### config.mk
export PLATFORM = sky130hd
export DESIGN_NAME = bounded_deque_with_erase_flat
export DESIGN_NICKNAME = d
export VERILOG_FILES = /design/src/rtl/core/bde_pkg.sv /design/src/rtl/core/bde_if.sv /design/src/rtl/core/bde_ram.sv /design/src/rtl/core/bounded_deque_with_erase.sv /design/src/flat_wrapper.sv
export VERILOG_INCLUDE_DIRS = /design/src /design/src/rtl/core
export SDC_FILE = /design/constraint.sdc
export NUM_CORES = 2
export LEC_CHECK = 0
export ABC_AREA = 1
export BUFFER_PORTS_ARGS = -buffer_cell sky130_fd_sc_hd__buf_2
export CORE_MARGIN = 2
export CORE_UTILIZATION = 60
export DETAILED_ROUTE_END_ITERATION = 8
export PLACE_DENSITY = 0.77
export SETUP_SLACK_MARGIN = 0.2
export SLEW_MARGIN = 20
export SYNTH_ARGS = -nofsm -noshare
export SYNTH_HDL_FRONTEND = slang
export SYNTH_HIERARCHICAL = 1
export SYNTH_SLANG_ARGS = --single-unit
export TNS_END_PERCENT = 20
### constraint.sdc
create_clock -name i_clk -period 8.3 [get_ports i_clk]
set_clock_uncertainty 0.1 [all_clocks]
set_input_delay 0.415 -clock i_clk [delete_from_list [all_inputs] [get_ports i_clk]]
set_output_delay 0.415 -clock i_clk [all_outputs]
set_load 0.02 [all_outputs]
### src/rtl/core/assert_macros.svh
// Assertion helpers shared by the RTL.
`ifndef ASSERT_MACROS_SVH
`define ASSERT_MACROS_SVH

// Same-cycle implication, disabled while reset is asserted.
`define BDE_ASSERT_IMP(label, clk, rst_n, ante, cons, msg) \
    label: assert property (@(posedge clk) disable iff (!rst_n) (ante) |-> (cons)) \
        else $error(msg);

// Next-cycle implication, disabled while reset is asserted.
`define BDE_ASSERT_NXT(label, clk, rst_n, ante, cons, msg) \
    label: assert property (@(posedge clk) disable iff (!rst_n) (ante) |=> (cons)) \
        else $error(msg);

`endif

### src/rtl/core/bde_pkg.sv
package bde_pkg;

    localparam int CAPACITY = 64;
    localparam int IDX_W    = (CAPACITY > 1) ? $clog2(CAPACITY) : 1;
    localparam int CNT_W    = $clog2(CAPACITY + 1);

    // fixed field widths
    localparam int OP_W     = 3;
    localparam int DATA_W   = 32;
    localparam int ST_W     = 2;
    localparam int CNTF_W   = 7;

    localparam logic [OP_W-1:0] OP_PUSH_FRONT = 3'd0;
    localparam logic [OP_W-1:0] OP_PUSH_BACK  = 3'd1;
    localparam logic [OP_W-1:0] OP_POP_FRONT  = 3'd2;
    localparam logic [OP_W-1:0] OP_POP_BACK   = 3'd3;
    localparam logic [OP_W-1:0] OP_COUNT      = 3'd4;
    localparam logic [OP_W-1:0] OP_ERASE      = 3'd5;

    localparam logic [ST_W-1:0] ST_OK    = 2'd0;
    localparam logic [ST_W-1:0] ST_EMPTY = 2'd1;
    localparam logic [ST_W-1:0] ST_FULL  = 2'd2;

    localparam logic signed [DATA_W-1:0] NO_VALUE = -32'sd1;

    typedef enum logic [2:0] {
        S_IDLE,
        S_EXEC,
        S_POP,
        S_SCAN,
        S_RD_F,
        S_RD_B,
        S_RD_BW,
        S_DONE
    } t_state;

    typedef struct packed {
        logic [ST_W-1:0]          status;
        logic signed [DATA_W-1:0] popped_value;
        logic [CNTF_W-1:0]        match_count;
        logic signed [DATA_W-1:0] front_value;
        logic signed [DATA_W-1:0] back_value;
        logic [CNTF_W-1:0]        occupancy;
    } t_result;

    // ring index add, both operands below CAPACITY
    function automatic logic [IDX_W-1:0] wrap_add(input logic [IDX_W-1:0] a,
                                                  input logic [IDX_W-1:0] b);
        logic [IDX_W:0] s;
        s = {1'b0, a} + {1'b0, b};
        if (s >= (IDX_W+1)'(CAPACITY)) begin
            s = s - (IDX_W+1)'(CAPACITY);
        end
        return s[IDX_W-1:0];
    endfunction

endpackage

### src/rtl/core/bde_if.sv
interface bde_req_if import bde_pkg::*; ();
    logic                     valid;
    logic                     ready;
    logic [OP_W-1:0]          operation;
    logic signed [DATA_W-1:0] operand_value;

    modport source (output valid, output operation, output operand_value, input ready);
    modport sink   (input valid, input operation, input operand_value, output ready);
endinterface

interface bde_rsp_if import bde_pkg::*; ();
    logic                     valid;
    logic                     ready;
    logic [ST_W-1:0]          status;
    logic signed [DATA_W-1:0] popped_value;
    logic [CNTF_W-1:0]        match_count;
    logic signed [DATA_W-1:0] front_value;
    logic signed [DATA_W-1:0] back_value;
    logic [CNTF_W-1:0]        occupancy;

    modport source (output valid, output status, output popped_value, output match_count,
                    output front_value, output back_value, output occupancy, input ready);
    modport sink   (input valid, input status, input popped_value, input match_count,
                    input front_value, input back_value, input occupancy, output ready);
endinterface

### src/rtl/core/bde_ram.sv
// Simple dual-port RAM: one write, one registered read.
module bde_ram #(
    parameter int WIDTH = 32,
    parameter int DEPTH = 64
) (
    input  logic                             i_clk,
    input  logic                             i_we,
    input  logic [$clog2(DEPTH)-1:0]         i_waddr,
    input  logic [WIDTH-1:0]                 i_wdata,
    input  logic [$clog2(DEPTH)-1:0]         i_raddr,
    output logic [WIDTH-1:0]                 o_rdata
);
    logic [WIDTH-1:0] r_mem [DEPTH];
    logic [WIDTH-1:0] r_rdata;

    always_ff @(posedge i_clk) begin
        if (i_we) begin
            r_mem[i_waddr] <= i_wdata;
        end
        r_rdata <= r_mem[i_raddr];
    end

    assign o_rdata = r_rdata;
endmodule

### src/rtl/core/bounded_deque_with_erase.sv
// Bounded double-ended queue of signed 32-bit words, CAPACITY entries deep.
// Request channel i_req: operation (push front/back, pop front/back, count,
// erase) and operand_value. Response channel o_rsp: one response per request
// with status, popped value, match count, front/back values and occupancy.
// Entries live in a ring inside a single-port-read RAM; a small sequencer
// drives that RAM and one shared equality comparator.
// Each request passes EXEC, then POP for a pop of a non-empty queue or SCAN for
// count / erase (one entry per cycle), then RD_F and, unless the queue is empty,
// RD_B and RD_BW to refresh the front and back values, then DONE.
// One request is in flight at a time; i_req.ready rises in the same cycle as
// o_rsp.valid for the previous response. Every entry, plus the front and back
// refresh, costs one read each on the RAM read port.
// Reset (synchronous, active low) empties the queue and drops any pending
// response; RAM contents are never cleared since only data read from written slots is used.
// A stalled receiver holds the response in the output register; the block
// finishes the next request and then waits for that register to drain.
`include "assert_macros.svh"

module bounded_deque_with_erase import bde_pkg::*; (
    input  logic       i_clk,
    input  logic       i_rst_n,
    bde_req_if.sink    i_req,
    bde_rsp_if.source  o_rsp
);
    // sequencer and ring pointers
    t_state                   r_state, n_state;
    logic [IDX_W-1:0]         r_head, n_head;
    logic [CNT_W-1:0]         r_count, n_count;
    // latched request
    logic [OP_W-1:0]          r_op, n_op;
    logic signed [DATA_W-1:0] r_val, n_val;
    // scan: read offset, write offset, read-in-flight flag
    logic [CNT_W-1:0]         r_idx, n_idx;
    logic [CNT_W-1:0]         r_wr, n_wr;
    logic                     r_pv, n_pv;
    // response fields under construction
    logic [CNT_W-1:0]         r_match, n_match;
    logic [ST_W-1:0]          r_status, n_status;
    logic signed [DATA_W-1:0] r_popped, n_popped;
    logic signed [DATA_W-1:0] r_front, n_front;
    logic signed [DATA_W-1:0] r_back, n_back;
    // output register
    t_result                  r_out, n_out;
    logic                     r_out_valid, n_out_valid;

    // RAM port
    logic                     ram_we;
    logic [IDX_W-1:0]         ram_waddr;
    logic [DATA_W-1:0]        ram_wdata;
    logic [IDX_W-1:0]         ram_raddr;
    logic [DATA_W-1:0]        ram_rdata;

    logic                     req_acc;
    logic                     full, empty, scan_done, hit, out_free;
    logic [CNT_W-1:0]         cnt_m1;
    logic [IDX_W-1:0]         head_dec, head_inc, tail_slot, push_slot, scan_rd, scan_wr;

    bde_ram #(
        .WIDTH (DATA_W),
        .DEPTH (CAPACITY)
    ) u_ram (
        .i_clk   (i_clk),
        .i_we    (ram_we),
        .i_waddr (ram_waddr),
        .i_wdata (ram_wdata),
        .i_raddr (ram_raddr),
        .o_rdata (ram_rdata)
    );

    assign i_req.ready = (r_state == S_IDLE);
    assign req_acc     = i_req.valid && i_req.ready;

    assign full      = (r_count == CNT_W'(CAPACITY));
    assign empty     = (r_count == '0);
    assign cnt_m1    = r_count - 1'b1;
    assign head_dec  = (r_head == '0) ? IDX_W'(CAPACITY - 1) : r_head - 1'b1;
    assign head_inc  = (r_head == IDX_W'(CAPACITY - 1)) ? '0 : r_head + 1'b1;
    assign tail_slot = wrap_add(r_head, cnt_m1[IDX_W-1:0]);
    assign push_slot = wrap_add(r_head, r_count[IDX_W-1:0]);
    assign scan_rd   = wrap_add(r_head, r_idx[IDX_W-1:0]);
    assign scan_wr   = wrap_add(r_head, r_wr[IDX_W-1:0]);
    assign scan_done = (r_idx == r_count) && !r_pv;
    // the one shared comparator
    assign hit       = ($signed(ram_rdata) == r_val);
    assign out_free  = !r_out_valid || o_rsp.ready;

    // next state
    always_comb begin
        n_state = r_state;
        unique case (r_state)
            S_IDLE: begin
                if (req_acc) n_state = S_EXEC;
            end
            S_EXEC: begin
                case (r_op) inside
                    OP_POP_FRONT, OP_POP_BACK: n_state = empty ? S_RD_F : S_POP;
                    OP_COUNT, OP_ERASE:        n_state = S_SCAN;
                    default:                   n_state = S_RD_F;
                endcase
            end
            S_POP:   n_state = S_RD_F;
            S_SCAN: begin
                if (scan_done) n_state = S_RD_F;
            end
            S_RD_F:  n_state = empty ? S_DONE : S_RD_B;
            S_RD_B:  n_state = S_RD_BW;
            S_RD_BW: n_state = S_DONE;
            S_DONE: begin
                if (out_free) n_state = S_IDLE;
            end
            default: n_state = S_IDLE;
        endcase
    end

    // datapath and RAM control
    always_comb begin
        n_head      = r_head;
        n_count     = r_count;
        n_op        = r_op;
        n_val       = r_val;
        n_idx       = r_idx;
        n_wr        = r_wr;
        n_pv        = r_pv;
        n_match     = r_match;
        n_status    = r_status;
        n_popped    = r_popped;
        n_front     = r_front;
        n_back      = r_back;
        n_out       = r_out;
        n_out_valid = r_out_valid && !o_rsp.ready;
        ram_we      = 1'b0;
        ram_waddr   = push_slot;
        ram_wdata   = r_val;
        ram_raddr   = r_head;

        unique case (r_state)
            S_IDLE: begin
                if (req_acc) begin
                    n_op     = i_req.operation;
                    n_val    = i_req.operand_value;
                    n_status = ST_OK;
                    n_popped = NO_VALUE;
                    n_match  = '0;
                    n_idx    = '0;
                    n_wr     = '0;
                    n_pv     = 1'b0;
                end
            end
            S_EXEC: begin
                case (r_op)
                    OP_PUSH_FRONT: begin
                        if (full) begin
                            n_status = ST_FULL;
                        end else begin
                            ram_we    = 1'b1;
                            ram_waddr = head_dec;
                            n_head    = head_dec;
                            n_count   = r_count + 1'b1;
                        end
                    end
                    OP_PUSH_BACK: begin
                        if (full) begin
                            n_status = ST_FULL;
                        end else begin
                            ram_we    = 1'b1;
                            ram_waddr = push_slot;
                            n_count   = r_count + 1'b1;
                        end
                    end
                    OP_POP_FRONT: begin
                        if (empty) n_status = ST_EMPTY;
                        ram_raddr = r_head;
                    end
                    OP_POP_BACK: begin
                        if (empty) n_status = ST_EMPTY;
                        ram_raddr = tail_slot;
                    end
                    default: ;
                endcase
            end
            S_POP: begin
                n_popped = ram_rdata;
                n_count  = cnt_m1;
                if (r_op == OP_POP_FRONT) n_head = head_inc;
            end
            S_SCAN: begin
                // read runs one entry ahead of compare; writes never pass reads
                ram_raddr = scan_rd;
                if (r_idx != r_count) begin
                    n_idx = r_idx + 1'b1;
                    n_pv  = 1'b1;
                end else begin
                    n_pv  = 1'b0;
                end
                if (r_pv) begin
                    if (hit) begin
                        n_match = r_match + 1'b1;
                    end else if (r_op == OP_ERASE) begin
                        ram_we    = 1'b1;
                        ram_waddr = scan_wr;
                        ram_wdata = ram_rdata;
                        n_wr      = r_wr + 1'b1;
                    end
                end
                if (scan_done && (r_op == OP_ERASE)) n_count = r_wr;
            end
            S_RD_F: begin
                ram_raddr = r_head;
                if (empty) begin
                    n_front = NO_VALUE;
                    n_back  = NO_VALUE;
                end
            end
            S_RD_B: begin
                n_front   = ram_rdata;
                ram_raddr = tail_slot;
            end
            S_RD_BW: begin
                n_back = ram_rdata;
            end
            S_DONE: begin
                if (out_free) begin
                    n_out.status       = r_status;
                    n_out.popped_value = r_popped;
                    n_out.match_count  = CNTF_W'(r_match);
                    n_out.front_value  = r_front;
                    n_out.back_value   = r_back;
                    n_out.occupancy    = CNTF_W'(r_count);
                    n_out_valid        = 1'b1;
                end
            end
            default: ;
        endcase
    end

    always_ff @(posedge i_clk) begin
        if (!i_rst_n) begin
            r_state     <= S_IDLE;
            r_head      <= '0;
            r_count     <= '0;
            r_out_valid <= 1'b0;
            r_pv        <= 1'b0;
        end else begin
            r_state     <= n_state;
            r_head      <= n_head;
            r_count     <= n_count;
            r_out_valid <= n_out_valid;
            r_pv        <= n_pv;
        end
    end

    always_ff @(posedge i_clk) begin
        r_op     <= n_op;
        r_val    <= n_val;
        r_idx    <= n_idx;
        r_wr     <= n_wr;
        r_match  <= n_match;
        r_status <= n_status;
        r_popped <= n_popped;
        r_front  <= n_front;
        r_back   <= n_back;
        r_out    <= n_out;
    end

    assign o_rsp.valid        = r_out_valid;
    assign o_rsp.status       = r_out.status;
    assign o_rsp.popped_value = r_out.popped_value;
    assign o_rsp.match_count  = r_out.match_count;
    assign o_rsp.front_value  = r_out.front_value;
    assign o_rsp.back_value   = r_out.back_value;
    assign o_rsp.occupancy    = r_out.occupancy;

    `BDE_ASSERT_IMP(a_count_bound, i_clk, i_rst_n, 1'b1, r_count <= CNT_W'(CAPACITY), "occupancy above capacity")
    `BDE_ASSERT_IMP(a_head_bound, i_clk, i_rst_n, 1'b1, r_head <= IDX_W'(CAPACITY - 1), "head index out of ring")
    `BDE_ASSERT_IMP(a_scan_order, i_clk, i_rst_n, r_state == S_SCAN, r_wr <= r_idx, "erase write passed read")
    `BDE_ASSERT_NXT(a_one_in_flight, i_clk, i_rst_n, req_acc, !i_req.ready, "second request taken while busy")

endmodule

### src/flat_wrapper.sv
// flat-port wrapper written by rule: the top's interface ports become plain ports
module bounded_deque_with_erase_flat import bde_pkg::*;
  (i_clk, i_rst_n, i_req_valid, i_req_operation, i_req_operand_value, i_req_ready, o_rsp_valid, o_rsp_status, o_rsp_popped_value, o_rsp_match_count, o_rsp_front_value, o_rsp_back_value, o_rsp_occupancy, o_rsp_ready);
  bde_req_if i_req_i ();
  bde_rsp_if o_rsp_i ();
  input  logic i_clk;
  input  logic i_rst_n;
  input wire logic [$bits(i_req_i.valid)-1:0] i_req_valid;
  input wire logic [$bits(i_req_i.operation)-1:0] i_req_operation;
  input wire logic [$bits(i_req_i.operand_value)-1:0] i_req_operand_value;
  output wire logic [$bits(i_req_i.ready)-1:0] i_req_ready;
  output wire logic [$bits(o_rsp_i.valid)-1:0] o_rsp_valid;
  output wire logic [$bits(o_rsp_i.status)-1:0] o_rsp_status;
  output wire logic [$bits(o_rsp_i.popped_value)-1:0] o_rsp_popped_value;
  output wire logic [$bits(o_rsp_i.match_count)-1:0] o_rsp_match_count;
  output wire logic [$bits(o_rsp_i.front_value)-1:0] o_rsp_front_value;
  output wire logic [$bits(o_rsp_i.back_value)-1:0] o_rsp_back_value;
  output wire logic [$bits(o_rsp_i.occupancy)-1:0] o_rsp_occupancy;
  input wire logic [$bits(o_rsp_i.ready)-1:0] o_rsp_ready;
  assign i_req_i.valid = i_req_valid;
  assign i_req_i.operation = i_req_operation;
  assign i_req_i.operand_value = i_req_operand_value;
  assign i_req_ready = i_req_i.ready;
  assign o_rsp_valid = o_rsp_i.valid;
  assign o_rsp_status = o_rsp_i.status;
  assign o_rsp_popped_value = o_rsp_i.popped_value;
  assign o_rsp_match_count = o_rsp_i.match_count;
  assign o_rsp_front_value = o_rsp_i.front_value;
  assign o_rsp_back_value = o_rsp_i.back_value;
  assign o_rsp_occupancy = o_rsp_i.occupancy;
  assign o_rsp_i.ready = o_rsp_ready;
  bounded_deque_with_erase u_core (.i_clk(i_clk), .i_rst_n(i_rst_n), .i_req(i_req_i), .o_rsp(o_rsp_i));
endmodule
; ---- Word-level counts from Yosys, hierarchy flattened
; Memories as Yosys holds them, arrays and structs flattened. A register that Yosys moved wholly into a read port is not among the register bits.
; Index checks and enable logic that the tools add are counted.
[op_classes]
n_bitwise = 0
muxes = 67
addsub = 15
reduce_logical = 35
shift = 0
eq_ne = 34
div_mod_pow = 0
order_cmp = 4
mul = 0
[ops]
columns = op, count
row1 = 2-to-1 mux 32 bit, 6
row2 = one-hot mux 32 bit (2 select lines), 3
row3 = 2-to-1 mux 6 bit, 15
row4 = 2-to-1 mux 7 bit, 10
row5 = one-hot mux 7 bit (2 select lines), 3
row6 = equality test 32 bit, 1
row7 = subtractor 6 x 1 -> 6 bit (second input constant), 5
row8 = adder 6 x 6 -> 7 bit, 4
row9 = adder 7 x 1 -> 7 bit (second input constant), 4
row10 = >= comparator 7 bit (second input constant), 4
row11 = one-hot mux 3 bit (8 select lines), 1
row12 = one-hot mux 6 bit (2 select lines), 2
row13 = one-hot mux 7 bit (3 select lines), 1
row14 = equality test 3 bit (second input constant), 6
row15 = 2-to-1 mux 3 bit, 6
row16 = != test 2 x 1 -> 1 bit (second input constant), 9
row17 = one-hot mux 6 bit (3 select lines), 1
row18 = equality test 3 x 2 -> 1 bit (second input constant), 4
row19 = AND reduction 2 bit, 6
row20 = AND reduction 4 bit, 3
row21 = nonzero test 2 bit, 6
row22 = 2-to-1 mux 1 bit, 11
row23 = != test 2 bit (second input constant), 5
row24 = AND reduction 5 bit, 2
row25 = 21 further kinds, 37
[word_totals]
register_bits = 284
n_memories = 1
romBits = 0
inputBits = 39
elab_cells = 176
output_inout_bits = 114
latch_bits = 0
ramBits = 2048
[memory_table]
columns = name, words, width, read_ports, rd_ports_with_merged_regs, write_ports, line
row1 = u_core.u_ram.r_mem, 64, 32, 1, 1, 1, bde_ram.sv:13  ; logic [WIDTH-1:0] r_mem [DEPTH];

; ---- Depth between registers and ports, before layout
[logic_depth]
ltp_word = 7
depth_mapped = 20
mapped_depth_nobuf = 16

; ---- Hierarchy
; Netlist, hierarchy kept.
[by_module_without_submodules]
columns = module, seq_area_each_um2, area_each_um2, n_inst, cells_per_inst
row1 = bde_ram, 62139.6, 82765.6, 1, 6791
row2 = bounded_deque_with_erase, 8348.0, 12578.3, 1, 1097

; ---- Worst setup path after synthesis
; No wires, ideal clock.
[synth_timing]
path_type = register to register
start = register u_core.r_state[2]
end = register u_core.r_out (netlist bit u_core/o_rsp.back_value[0]) (enable)
setup_time_ns = 0.584
t_required_ns = 7.616
slack_ns = 2.251
synth_period_minus_slack_ns = 6.049
path_stages_with_launch = 5
arrival_ns = 5.364
path_buffers = 0
cell_sequence = dfxtp_1 > inv_2 > nor2_1 > inv_1 > nor2_1
[synth_between]
elab_chain_cells = 2
[synth_rtl]
columns = item, line
row1 = start: declaration, bounded_deque_with_erase.sv:26  ; t_state r_state, n_state;
row2 = start signal: assignment, bounded_deque_with_erase.sv:244  ; r_state <= n_state;
row3 = equality test 3 bit, bounded_deque_with_erase.sv:136  ; unique case (r_state)
row4 = AND reduction 2 bit (no source line), -
row5 = end signal: assignment, bounded_deque_with_erase.sv:262  ; r_out <= n_out;
row6 = end: declaration, bounded_deque_with_erase.sv:43  ; t_result r_out, n_out;
; No other way between the ends.
; A chain may end at the register's enable or synchronous reset.

; ---- Final worst setup path
[layout_timing]
start = register u_core.r_state[2]
end = register u_core.u_ram.r_rdata[31], in the netlist u_core/u_ram/o_rdata[31], read port of u_core.u_ram.r_mem
[layout_between]
elab_chain_cells = 2
word_cells_on_any_way = 4
classes_between = eq/ne: 3 / mux: 1
[layout_rtl]
columns = item, line
row1 = equality test 3 bit (tied with other cells), bounded_deque_with_erase.sv:136
row2 = one-hot mux 6 bit (3 select lines) (*), bounded_deque_with_erase.sv:136
row3 = named net u_core.ram_raddr[0], bounded_deque_with_erase.sv:50  ; logic [IDX_W-1:0] ram_raddr;
row4 = end: declaration, bde_ram.sv:14  ; logic [WIDTH-1:0] r_rdata;
; Mark *: on every way through the listed nets, which the timed path passes. The rest lies on a longest branch.

==> results.py <==
metrics = {
    "placement": {
        "placed_area_mm2": 0.0985,
        "dp_hpwl_um": 136000,
        "io_buffers": 152,
        "gp_congestion": 0.920,
        "dp_slack_ns": 2.94,
    },
    "sta": {
        "tns_ns": 0,
        "post-route-period-util_pct": 67.8,
        "rsz0062_at_grt": "false",
        "fin_crit_ns": 5.63,
        "finalSetupViolCount": 0,
        "fin_ws_ns": 2.67,
        "fmax_mhz": 178,
        "tightest_slew_ns": 1.09,
        "hold_viol": 0,
        "relSlewSlack_pct": 27.3,
        "report.final.slew_viol_count": 0,
    },
    "die": {
        "dieWidth_um": 403,
        "core_mm2": 0.158,
        "dieArea_mm2": 0.162,
        "rows": 146,
        "initial_core_util_pct": 60.3,
        "die_h_um": 403,
        "num_io_pins": 153,
    },
    "global_route": {
        "grt_antenna_before_repair": 5,
        "grt_pass1_vias": 62000,
        "overflow": 0,
        "grt_pass1_wl_um": 388000,
        "track_usage_pct": 32.3,
        "grt_max_degree": 200,
    },
    "synth": {
        "synth-seq-cells": 2364,
        "synth_cells": 7888,
        "ys_seq_area_share_pct": 73.9,
        "netlist_area_mm2": 0.0953,
        "async_flop_share_pct": 0,
        "synth_edf_count": 2314,
        "yosysMostFrequentCell": "nand2_1",
        "synth_top_area_cell": "edfxtp_1",
        "synth-main-ff-cell": "edfxtp_1",
        "syn-num-nets": 7958,
        "avgSynthCellArea_um2": 12.1,
        "yosys_warnings": 6,
        "synth_cell_types": 45,
        "yosys.area.top_type_share_pct": 72.9,
        "synth.top_cells.by_area": "edfxtp_1, nand3_1, nand2_1, buf_2, dfxtp_1",
        "synthTopCellsByCount": "nand2_1, edfxtp_1, nand3_1, buf_2, inv_1",
    },
    "power_and_ir_drop": {
        "p_sw_mw": 14.9,
        "vdd_ir_drop_max_mv": 0.293,
        "power_frac_seq_pct": 39.0,
        "p_comb_share_pct": 35.1,
        "p_leak_nw": 37.1,
        "p_clk_share_pct": 25.9,
        "p_int_mw": 23.0,
        "switching_share_pct": 39.4,
        "power_density_mw_per_mm2": 358,
    },
    "detailed_routing": {
        "drtAntennaViolNets": 0,
        "vias": 64700,
        "dr.pass1.iters": 9,
        "drc": 0,
        "wire_per_inst_um": 25.8,
        "drt-total-wl_um": 265000,
        "viasPerCell": 6.32,
        "drt_iter0_drc": 11000,
    },
    "job": {
        "maxCapViolCount": 0,
    },
    "setup_path": {
        "worstPathCellList": "nor2_1 > inv_1 > o21ai_0 > inv_1 > o221ai_4 > buf_4 > buf_4 > buf_4 > nand2_1 > nand3_1 > nand3_1 > nand2_1 > nand2_1 > nand3_1 > nand3_1 > nand2_1",
        "cpMaxStageDelayCell": "buf_4",
        "crit_family": "buffers and inverters",
        "r2r_setup_slack_ns": 2.67,
        "startpoint_type": "flip-flop",
        "worstPathArrival_ns": 6.32,
        "path_buf_inv": 5,
        "critPathRequiredTime_ns": 8.99,
        "slowest_delay_ns": 0.70,
        "critPathKind": "flip-flop to flip-flop",
        "critPathCaptureType": "flip-flop",
        "crit_fanout": 71,
    },
    "cts": {
        "cts_resized": 0,
        "clockBufferDepth": 3,
        "path_clk_slew_ns": 0.06,
        "insertion_delay_ns": 0.88,
        "h-tree-depth": 4,
        "clk_root_buffer_cell": "clkbuf_16",
        "clock-sinks": 2364,
        "cts_hold_buffers": 38,
        "cts_tree": "done",
        "post-cts-setup-buffers": 0,
        "cts_buffers": 221,
    },
    "final_layout": {
        "drive_above_1_share_pct": 9.29,
        "area.growth.synth_to_final_pct": 11.1,
        "nNetsFinal": 8048,
        "final_area_mm2": 0.106,
        "antenna_cells": 0,
    },
    "worst_hold_path": {
        "hold_path.class": "primary input to flip-flop",
    },
    "outcome": {
        "status": "finished, final reports clean",
    },
}
## metal layers
| layer | up-vias | track usage [%] | wire [um] | share of wire, % |
|---|---|---|---|---|
| met2 | 4860 | 49.4 | 120000 | 45 |
| li1 | 28000 | - | - | - |
| met4 | 4 | 17.4 | 15600 | 5.9 |
| met1 | 31100 | 42.9 | 93600 | 35 |
| met3 | 804 | 8.12 | 35500 | 13 |
| met5 | - | 0 | 24 | 0.0091 |
## through the flow
step                utilization, %  hold WS, ns  power (mW)  instances
finish                        67.0        0.163        37.9      10200
global route                  67.0        0.161        39.2      10200
CTS                           67.0        0.107        37.5      10200
detailed placement            62.3        0.305        27.7       9789
global placement              62.3        0.301        27.5       9789
floorplan                        -        0.300        23.1       7888
## logic make-up (layout without fill, tap and decap cells)
kind of cell | after synthesis | in the layout | share of synthesized area, %
flops | 2364 | 2364 | 73.9
xor+xnor | 54 | 54 | 0.496
simple gates | 4687 | 4687 | 21.2
buf+inv | 627 | 905 | 3.15
fa+ha+maj | 31 | 31 | 0.438
compound gates | 125 | 125 | 0.825
## state kept, by name, summed over array words and instances, names as in the netlist, 6 cells and up
register	count
u_core/o_rsp.front_value	32
u_core/r_wr	7
u_core/r_match	7
u_core/r_val	32
u_core/o_rsp.back_value	32
u_core/r_front	32
u_core/o_rsp.match_count	7
u_core/o_rsp.occupancy	7
u_core/r_idx	7
u_core/r_back	32
u_core/u_ram/r_mem	2048
u_core/u_ram/o_rdata	32
u_core/r_count	7
u_core/o_rsp.popped_value	32
u_core/r_popped	32
u_core/r_head	6
## power groups by stage
stage / Sequential (mW) / Combinational [mW] / Clock [mW]
6_report: 14.8 / 13.3 / 9.82
5_1_grt: 14.8 / 14.1 / 10.3
4_1_cts: 14.8 / 12.9 / 9.86
3_5_place_dp: 15.0 / 12.7 / 0
3_3_place_gp: 15.0 / 12.5 / 0
2_1_floorplan: 14.8 / 8.28 / 0
## worst paths after layout
check | startpoint | endpoint | depth (start not counted)
worst min-delay path | i_req_operand_value[16] | u_core/r_val[16] | 2
worst max register to register | u_core/r_state[2] | u_core/u_ram/o_rdata[31] | 16
worst max-delay path | u_core/r_state[2] | u_core/u_ram/o_rdata[31] | 16
worst min register to register | u_core/r_front[1] | u_core/o_rsp.front_value[1] | 0
## layout by cell type, fill, tap and decap left out, types with 6 or more instances in the layout
cell type      count
nand2_1         2553
edfxtp_1        2314
nand3_1         1947
clkbuf_16        221
buf_2            152
buf_4            135
inv_1            131
clkbuf_1          74
nor2_4            70
nor2_1            67
dfxtp_1           50
dlygate4sd3_1     38
clkinv_2          34
a21oi_1           34
o21ai_4           32
clkinv_1          31
xnor2_1           30
o21ai_0           27
ha_1              27
xor2_1            24
nor3_1            18
inv_2             17
clkbuf_8          16
buf_12            15
bufinv_16         12
nand4_1           12
nand2_2            7
o211ai_1           7
clkinvlp_4         6
## worst register-to-register path, cell delays in order (launching register included)
cell      delay, ns
dfxtp_1        0.39
nor2_1         0.32
inv_1          0.07
o21ai_0        0.54
inv_1          0.29
o221ai_4       0.38
buf_4          0.52
buf_4          0.58
buf_4          0.73
nand2_1        0.21
nand3_1        0.13
nand3_1        0.08
nand2_1        0.11
nand2_1        0.06
nand3_1        0.41
nand3_1        0.45
nand2_1        0.19
## area by class of cell
type | instances | area, um^2
clock buffer | 311 | 6030
clock inverter | 100 | 985
tap | 2072 | 2590
fill | 10500 | 52100
inverter | 153 | 613
multi-input combinational | 4897 | 22700
sequential | 2364 | 70500
timing repair buffer | 341 | 2470
Power figures use the tool's default switching activity.
